<file path="src/hw/rtl/sha256_pkg.sv">
// ----------------------------------------------------------------------------
// SHA-256 package
// Round constants, initial hash values, functions and shared types.
// ----------------------------------------------------------------------------
`timescale 1ns / 1ps
`default_nettype none
package sha256_pkg;

  localparam int unsigned ROUNDS = 64;

  typedef logic [31:0] word_t;

  // Request handed from the front end to the compression engine.
  typedef struct packed {
    logic       fin;      // finish: pad, length and digest
    logic [7:0] data;
  } req_t;

  localparam logic [31:0] INIT_H [8] = '{
    32'h6a09e667, 32'hbb67ae85, 32'h3c6ef372, 32'ha54ff53a,
    32'h510e527f, 32'h9b05688c, 32'h1f83d9ab, 32'h5be0cd19
  };

  localparam logic [31:0] ROUND_K [64] = '{
    32'h428a2f98, 32'h71374491, 32'hb5c0fbcf, 32'he9b5dba5,
    32'h3956c25b, 32'h59f111f1, 32'h923f82a4, 32'hab1c5ed5,
    32'hd807aa98, 32'h12835b01, 32'h243185be, 32'h550c7dc3,
    32'h72be5d74, 32'h80deb1fe, 32'h9bdc06a7, 32'hc19bf174,
    32'he49b69c1, 32'hefbe4786, 32'h0fc19dc6, 32'h240ca1cc,
    32'h2de92c6f, 32'h4a7484aa, 32'h5cb0a9dc, 32'h76f988da,
    32'h983e5152, 32'ha831c66d, 32'hb00327c8, 32'hbf597fc7,
    32'hc6e00bf3, 32'hd5a79147, 32'h06ca6351, 32'h14292967,
    32'h27b70a85, 32'h2e1b2138, 32'h4d2c6dfc, 32'h53380d13,
    32'h650a7354, 32'h766a0abb, 32'h81c2c92e, 32'h92722c85,
    32'ha2bfe8a1, 32'ha81a664b, 32'hc24b8b70, 32'hc76c51a3,
    32'hd192e819, 32'hd6990624, 32'hf40e3585, 32'h106aa070,
    32'h19a4c116, 32'h1e376c08, 32'h2748774c, 32'h34b0bcb5,
    32'h391c0cb3, 32'h4ed8aa4a, 32'h5b9cca4f, 32'h682e6ff3,
    32'h748f82ee, 32'h78a5636f, 32'h84c87814, 32'h8cc70208,
    32'h90befffa, 32'ha4506ceb, 32'hbef9a3f7, 32'hc67178f2
  };

  localparam logic [7:0] PAD_BYTE = 8'h80;
  localparam logic [5:0] LEN_POS  = 6'd56;

  typedef enum logic [2:0] {
    ST_IDLE, ST_ROUND, ST_ADD, ST_PAD, ST_OUT
  } eng_state_t;

  function automatic word_t rotr(input word_t x, input int unsigned n);
    rotr = (x >> n) | (x << (32 - n));
  endfunction

  function automatic word_t ssig0(input word_t x);
    ssig0 = rotr(x, 7) ^ rotr(x, 18) ^ (x >> 3);
  endfunction

  function automatic word_t ssig1(input word_t x);
    ssig1 = rotr(x, 17) ^ rotr(x, 19) ^ (x >> 10);
  endfunction

  function automatic word_t bsig0(input word_t x);
    bsig0 = rotr(x, 2) ^ rotr(x, 13) ^ rotr(x, 22);
  endfunction

  function automatic word_t bsig1(input word_t x);
    bsig1 = rotr(x, 6) ^ rotr(x, 11) ^ rotr(x, 25);
  endfunction

endpackage
`default_nettype wire

</file>
<file path="src/hw/rtl/sha256_fifo.sv">
// ----------------------------------------------------------------------------
// SHA-256 request queue
// Small FIFO that decouples request intake from the compression engine.
// ----------------------------------------------------------------------------
`timescale 1ns / 1ps
`default_nettype none
module sha256_fifo
  import sha256_pkg::*;
(
  input  wire logic clk,
  input  wire logic rst_n,
  input  wire logic wr_valid,
  output logic      wr_ready,
  input  wire req_t wr_data,
  output logic      rd_valid,
  input  wire logic rd_ready,
  output req_t      rd_data
);

  req_t       mem_r [4];
  logic [1:0] wp_r, rp_r;
  logic [2:0] cnt_r;
  logic       wr_en, rd_en;

  assign wr_ready = (cnt_r != 3'd4);
  assign rd_valid = (cnt_r != 3'd0);
  assign rd_data  = mem_r[rp_r];
  assign wr_en    = wr_valid && wr_ready;
  assign rd_en    = rd_valid && rd_ready;

  always_ff @(posedge clk) begin
    if (!rst_n) begin
      wp_r  <= '0;
      rp_r  <= '0;
      cnt_r <= '0;
    end else begin
      if (wr_en) wp_r <= wp_r + 2'd1;
      if (rd_en) rp_r <= rp_r + 2'd1;
      if (wr_en && !rd_en) cnt_r <= cnt_r + 3'd1;
      else if (rd_en && !wr_en) cnt_r <= cnt_r - 3'd1;
    end
  end

  always_ff @(posedge clk) begin
    if (wr_en) mem_r[wp_r] <= wr_data;
  end

endmodule
`default_nettype wire

</file>
<file path="src/hw/rtl/sha256_engine.sv">
// ----------------------------------------------------------------------------
// SHA-256 engine
// Byte packing, padding, 64-round compression (one round per cycle), digest.
// ----------------------------------------------------------------------------
`timescale 1ns / 1ps
`default_nettype none
module sha256_engine
  import sha256_pkg::*;
(
  input  wire logic        clk,
  input  wire logic        rst_n,
  input  wire logic        req_valid,
  output logic             req_ready,
  input  wire req_t        req,
  output logic             out_valid,
  input  wire logic        out_ready,
  output logic [31:0]      out_word,
  output logic [2:0]       out_idx
);

  eng_state_t  state_r, state_nxt;
  word_t       h_r [8];
  word_t       v_r [8];
  word_t       w_r [16];     // message schedule window, w_r[0] is current word
  logic [5:0]  fill_r;
  logic [63:0] blen_r;
  logic [63:0] total_r;
  logic [5:0]  rnd_r;
  logic        fin_r;        // compressing as part of a finish
  logic        lenblk_r;     // current block carries the length
  logic [2:0]  oidx_r;
  logic [31:0] pack_r;       // partial word being assembled

  word_t t1, t2, wn;

  always_comb begin
    t1 = v_r[7] + bsig1(v_r[4]) + ((v_r[4] & v_r[5]) ^ (~v_r[4] & v_r[6]))
         + ROUND_K[rnd_r] + w_r[0];
    t2 = bsig0(v_r[0]) + ((v_r[0] & v_r[1]) ^ (v_r[0] & v_r[2]) ^ (v_r[1] & v_r[2]));
    wn = ssig1(w_r[14]) + w_r[9] + ssig0(w_r[1]) + w_r[0];
  end

  assign req_ready = (state_r == ST_IDLE);
  assign out_valid = (state_r == ST_OUT);
  assign out_word  = h_r[oidx_r];
  assign out_idx   = oidx_r;

  always_comb begin
    state_nxt = state_r;
    case (state_r)
      ST_IDLE: begin
        if (req_valid) begin
          // pad byte in the last slot fills the block: compress it at once
          if (req.fin) state_nxt = (fill_r == 6'd63) ? ST_ROUND : ST_PAD;
          else if (fill_r == 6'd63) state_nxt = ST_ROUND;
        end
      end
      ST_PAD:   if (fill_r == 6'd63) state_nxt = ST_ROUND;
      ST_ROUND: if (rnd_r == 6'd63) state_nxt = ST_ADD;
      ST_ADD: begin
        if (!fin_r) state_nxt = ST_IDLE;
        else if (lenblk_r) state_nxt = ST_OUT;
        else state_nxt = ST_PAD;
      end
      ST_OUT:   if (out_ready && oidx_r == 3'd7) state_nxt = ST_IDLE;
      default:  state_nxt = ST_IDLE;
    endcase
  end

  always_ff @(posedge clk) begin
    if (!rst_n) state_r <= ST_IDLE;
    else        state_r <= state_nxt;
  end

  // Push one byte into the schedule window at position fill_r.
  logic       push;
  logic [7:0] pbyte;
  always_comb begin
    push  = 1'b0;
    pbyte = req.data;
    if (state_r == ST_IDLE && req_valid && !req.fin) push = 1'b1;
    if (state_r == ST_PAD) begin
      push = 1'b1;
      if (fill_r >= LEN_POS && lenblk_r)
        pbyte = total_r[8*(7 - fill_r[2:0]) +: 8];
      else if (fill_r == 6'd0 && !lenblk_r && !fin_r)
        pbyte = PAD_BYTE;
      else
        pbyte = 8'h00;
    end
  end

  always_ff @(posedge clk) begin
    if (!rst_n) begin
      fill_r   <= '0;
      blen_r   <= '0;
      rnd_r    <= '0;
      fin_r    <= 1'b0;
      lenblk_r <= 1'b0;
      oidx_r   <= '0;
      for (int i = 0; i < 8; i++) h_r[i] <= INIT_H[i];
    end else begin
      case (state_r)
        ST_IDLE: begin
          if (req_valid && req.fin) begin
            // pad byte goes in now; decide whether length fits this block
            total_r  <= blen_r + {55'd0, fill_r, 3'd0};
            fin_r    <= 1'b1;
            lenblk_r <= (fill_r < 6'd56);
          end
        end
        ST_ADD: begin
          for (int i = 0; i < 8; i++) h_r[i] <= h_r[i] + v_r[i];
          if (!fin_r) blen_r <= blen_r + 64'd512;
          else if (!lenblk_r) lenblk_r <= 1'b1;
        end
        ST_OUT: begin
          if (out_ready) begin
            oidx_r <= oidx_r + 3'd1;
            if (oidx_r == 3'd7) begin
              for (int i = 0; i < 8; i++) h_r[i] <= INIT_H[i];
              blen_r   <= '0;
              fin_r    <= 1'b0;
              lenblk_r <= 1'b0;
            end
          end
        end
        default: ;
      endcase
      if (state_r == ST_ROUND) rnd_r <= rnd_r + 6'd1;
      if (state_r == ST_IDLE && req_valid && req.fin) begin
        fill_r <= fill_r + 6'd1;
      end else if (push) begin
        fill_r <= fill_r + 6'd1;
      end
    end
  end

  // Schedule window and working variables (payload, no reset).
  logic [31:0] word_in;
  always_comb begin
    word_in = {pack_r[23:0], pbyte};
    if (state_r == ST_IDLE && req_valid && req.fin)
      word_in = {pack_r[23:0], PAD_BYTE};
  end

  always_ff @(posedge clk) begin
    if ((push || (state_r == ST_IDLE && req_valid && req.fin))) begin
      pack_r <= word_in;
      if (fill_r[1:0] == 2'd3) w_r[fill_r[5:2]] <= word_in;
      if (fill_r == 6'd63)
        for (int i = 0; i < 8; i++) v_r[i] <= h_r[i];
    end
    if (state_r == ST_ROUND) begin
      for (int i = 0; i < 15; i++) w_r[i] <= w_r[i+1];
      w_r[15] <= wn;
      v_r[7] <= v_r[6]; v_r[6] <= v_r[5]; v_r[5] <= v_r[4];
      v_r[4] <= v_r[3] + t1;
      v_r[3] <= v_r[2]; v_r[2] <= v_r[1]; v_r[1] <= v_r[0];
      v_r[0] <= t1 + t2;
    end
  end

endmodule
`default_nettype wire

</file>
<file path="src/hw/rtl/sha256_stream_hasher.sv">
// ----------------------------------------------------------------------------
// SHA-256 stream hasher
// Streaming SHA-256 over a byte stream with an explicit finish request.
// ----------------------------------------------------------------------------
// Usage:
//   Input channel in_*: each request carries in_tuser (func) and in_tdata
//   (data_byte). func 0 absorbs the byte, func 1 finishes the message.
//   Output channel out_*: after a finish, eight requests carry the digest,
//   word 0 first; out_tlast marks the eighth word.
// Timing:
//   A data byte is absorbed into the current block; the 64th byte of a block
//   starts the compression: the rounds and then one chaining add,
//   one SHA-256 round per cycle in a single shared round unit.
//   Finish writes the pad and length bytes one per cycle, compresses one
//   or two blocks, then offers eight digest words. A four-entry request
//   queue in front absorbs bytes while the engine compresses.
// Reset:
//   rst_n low clears the queue, returns the chaining words to the initial
//   hash values and zeroes the byte count and bit length.
// Stall:
//   While out_tready is low the current digest word holds and the engine
//   waits; the queue keeps taking requests until it is full.
// ----------------------------------------------------------------------------
`timescale 1ns / 1ps
`default_nettype none
module sha256_stream_hasher
  import sha256_pkg::*;
(
  input  wire logic        clk,
  input  wire logic        rst_n,
  input  wire logic        in_tvalid,
  output logic             in_tready,
  input  wire logic [7:0]  in_tdata,   // [7:0] data_byte
  input  wire logic        in_tuser,   // [0] func
  output logic             out_tvalid,
  input  wire logic        out_tready,
  output logic [39:0]      out_tdata,  // [31:0] digest_word, [34:32] word_index
  output logic             out_tlast
);

  req_t q_in, q_out;
  logic q_valid, q_ready;
  logic [31:0] word;
  logic [2:0]  idx;

  assign q_in.fin  = in_tuser;
  assign q_in.data = in_tdata;

  sha256_fifo u_fifo (
    .clk      (clk),
    .rst_n    (rst_n),
    .wr_valid (in_tvalid),
    .wr_ready (in_tready),
    .wr_data  (q_in),
    .rd_valid (q_valid),
    .rd_ready (q_ready),
    .rd_data  (q_out)
  );

  sha256_engine u_engine (
    .clk       (clk),
    .rst_n     (rst_n),
    .req_valid (q_valid),
    .req_ready (q_ready),
    .req       (q_out),
    .out_valid (out_tvalid),
    .out_ready (out_tready),
    .out_word  (word),
    .out_idx   (idx)
  );

  assign out_tdata = {5'd0, idx, word};
  assign out_tlast = (idx == 3'd7);

endmodule
`default_nettype wire
</file>
<file path="config.mk">
export PLATFORM = sky130hd
export DESIGN_NAME = sha256_stream_hasher
export DESIGN_NICKNAME = d
export VERILOG_FILES = /design/src/hw/rtl/sha256_pkg.sv /design/src/hw/rtl/sha256_fifo.sv /design/src/hw/rtl/sha256_engine.sv /design/src/hw/rtl/sha256_stream_hasher.sv
export SDC_FILE = /design/constraint.sdc
export NUM_CORES = 2
export LEC_CHECK = 0
export BUFFER_PORTS_ARGS = -buffer_cell sky130_fd_sc_hd__buf_4
export CORE_UTILIZATION = 45
export CTS_BUF_LIST = sky130_fd_sc_hd__clkbuf_8
export CTS_CLUSTER_DIAMETER = 50
export DETAILED_ROUTE_END_ITERATION = 7
export MAX_ROUTING_LAYER = met4
export SLEW_MARGIN = 20
export SYNTH_ARGS = -nofsm -noshare
export SYNTH_HDL_FRONTEND = slang
export SYNTH_HIERARCHICAL = 1
export SYNTH_SLANG_ARGS = --single-unit
</file>
<file path="constraint.sdc">
create_clock -name clk -period 25.9 [get_ports clk]
set_input_delay 2.59 -clock clk [delete_from_list [all_inputs] [get_ports clk]]
set_output_delay 2.59 -clock clk [all_outputs]
set_load 0.1 [all_outputs]
</file>
==> flow_summary.yaml <==
status:
  status: "completed"
global_route:
  grt_first_pass_wirelength_um: 362000
  grt_pass1_vias: 55000
  antenna_found_initial: 3
  grt_util_all_layers_pct: 28.8
  grt_max_degree: 95
  grt_overflow_total: 0
sta:
  fin_crit_ns: 10.56
  timing.fmax_mhz: 94.7
  setup_tns_ns: 0
  max_slew_margin_pct: 28.2
  worst_slew_pin_slew_ns: 1.08
  finClkSkew_ns: 0.0702
  finalMaxSlewViolations: 0
  hold_viol_final: 0
  rsz0062_at_grt: "false"
  setup_violations: 0
  min_period_over_period_pct: 40.8
worst_setup_path:
  worst-setup-path-type: "flop to flop"
  start_kind: "flop"
  worstPathRequired_ns: 26.57
  path_buf_inv: 4
  slowest_stage: "ha_1"
  cp-end-kind: "flop"
  max_stage_delay_ns: 1.04
  path_delay_family: "adder cells"
  path_max_fanout: 22
  cp_common_cell: "fa_1"
  cp_data_arrival_time_ns: 11.23
finish:
  nFillCells: 15600
  final_cells: 9695
  layout_common_cells: "nand2_1, edfxtp_1, a21o_1"
  final_common_cell: "nand2_1"
  nNetsFinal: 7906
  stdcell_area_um2: 83900
  multi_input_area_um2: 39800
  area_growth_pct: 8.86
  ff_latch_area_um2: 34900
  drive_gt1_share_pct: 8.78
floorplan:
  core_um2: 170000
  dieWidth_um: 416
  dieArea_um2: 173000
  die_h_um: 416
  pin_count: 56
  fp-row-count: 151
  initial_core_util_pct: 45.4
route:
  avgRoutedWirePerCell_um: 25.3
  drc: 0
  drt_iter0_drc: 5452
  routed-via-count: 57200
  firstDrtPassIters: 8
  viasPerCell: 5.90
  postRouteAntennaNets: 0
  wirelength_um: 246000
placement:
  port_buffers: 50
  postPlaceCellArea_um2: 79400
  dp_cells: 9293
  gp_congestion: 1.01
  hpwl_um: 176000
cts:
  root_buffer: "clkbuf_8"
  cts_tree: "built"
  ctsLongestPathBuffers: 3
  numCtsBuffers: 220
  postCtsSetupBuffers: 0
  cts_resized: 0
  ctsHoldBuffers: 0
  htree_num_levels: 4
  insertion_delay_ns: 1.01
  clk_pin_slew_ns: 0.06
  cts.sinks: 1232
synth:
  syn_inst: 7410
  synth_area_um2: 77100
  synthTopCellsByArea: "edfxtp_1, ha_1, a21o_1, dfxtp_1, nand2_1"
  yosysSeqAreaShare_pct: 45.2
  synth.largest_area_cell: "edfxtp_1"
  synth_top_area_share_pct: 39.6
  synth_edf_count: 1017
  synth_async_sr_flop_share_pct: 0
  yosysWarningCount: 6
  postSynthAreaPerCell_um2: 10.4
  ys_ff_latch: 1232
  yosysUniqueCellTypes: 102
  synthFlopType: "edfxtp_1"
flow_run:
  drv_cap: 0
min_path:
  hp-class: "flop to flop"
worst register-to-register path, delay by kind of cell (launching register included):
kind                       cells  cell delay, ns
AOI/OAI and AO/OA             14            3.11
xor gates and xnor gates       3            0.53
DFF                            1            0.30
and+or+nand+nor                7            1.56
adders and majority gates      7            3.81
buffers and inverters          4            0.95
cells by family after synthesis:
kind of cell / synth area share, %
flops: 45.2
simple gates: 12.1
buf+inv: 3.65
mux: 3.83
fa+ha+maj: 12.0
compound gates: 16.4
other cells: 0.00486
xor+xnor: 6.87
metrics by stage:
stage	hold WS, ns	worst slack [ns]	util (%)
finish	0.439	15.34	49.4
global route	0.448	14.79	49.4
floorplan	0.417	4.65	-
global placement	0.422	15.61	46.8
CTS	0.429	15.44	49.4
detailed placement	0.426	15.50	46.8
cell type report:
class                      instances  area share, %
timing repair buffer             139           1.24
inverter                         265           1.19
tap                             2218           3.31
clock inverter                   161           1.45
multi-input combinational       5439           47.4
clock buffer                     237           3.89
antenna                            4         0.0119
sequential                      1232           41.5
cells in the mapped netlist (12+ instances only):
cell,n
a211o_1,16
a211oi_1,49
a21boi_0,20
a21o_1,628
a21oi_1,417
a221oi_1,12
a31oi_1,56
and2_1,53
and3_1,46
buf_1,41
clkbuf_1,427
dfxtp_1,215
edfxtp_1,1017
fa_1,196
ha_1,400
inv_1,260
maj3_1,30
mux2_2,55
mux2i_1,33
mux4_2,89
nand2_1,1142
nand2b_1,67
nand3_1,105
nand4_1,41
nor2_1,384
nor2b_1,50
nor3_1,110
nor3b_1,12
o211ai_1,41
o21a_1,79
o21ai_0,322
o21ai_1,26
o21bai_1,47
o311ai_0,18
o31ai_1,27
or2_2,13
or3_1,48
xnor2_1,416
xor2_1,189
per-layer routing:
layer  routed length [µm]  track usage (%)  share of wire, %
met5                    0                -                 0
met2               114000             44.7                46
met1               106000             38.5                43
met4                 9140             10.3               3.7
met3                16700             4.02               6.8
sequential cells by signal, summed over array words and instances, names as in the netlist, 3 cells and up, named ones only:
| name | cells |
|---|---|
| u_engine/w_r | 512 |
| u_engine/h_r | 256 |
| u_engine/v_r | 256 |
| u_engine/total_r | 61 |
| u_engine/blen_r | 55 |
| u_fifo/mem_r | 36 |
| u_engine/pack_r | 24 |
| u_engine/fill_r | 6 |
| u_engine/rnd_r | 6 |
| u_engine/out_idx | 3 |
| u_engine/state_r | 3 |
| u_fifo/cnt_r | 3 |
final timing paths:
check	slack [ns]	start	depth (start not counted)	end
max	15.34	u_engine/rnd_r[1]	35	u_engine/v_r[0][31]
min	0.44	u_engine/pack_r[6]	0	u_engine/pack_r[14]
max reg2reg	15.34	u_engine/rnd_r[1]	35	u_engine/v_r[0][31]
min reg2reg	0.44	u_engine/pack_r[6]	0	u_engine/pack_r[14]
Power is left out: the tool's default activity adds up to more than one toggle a clock period on the data nets, which glitch-free logic cannot reach.
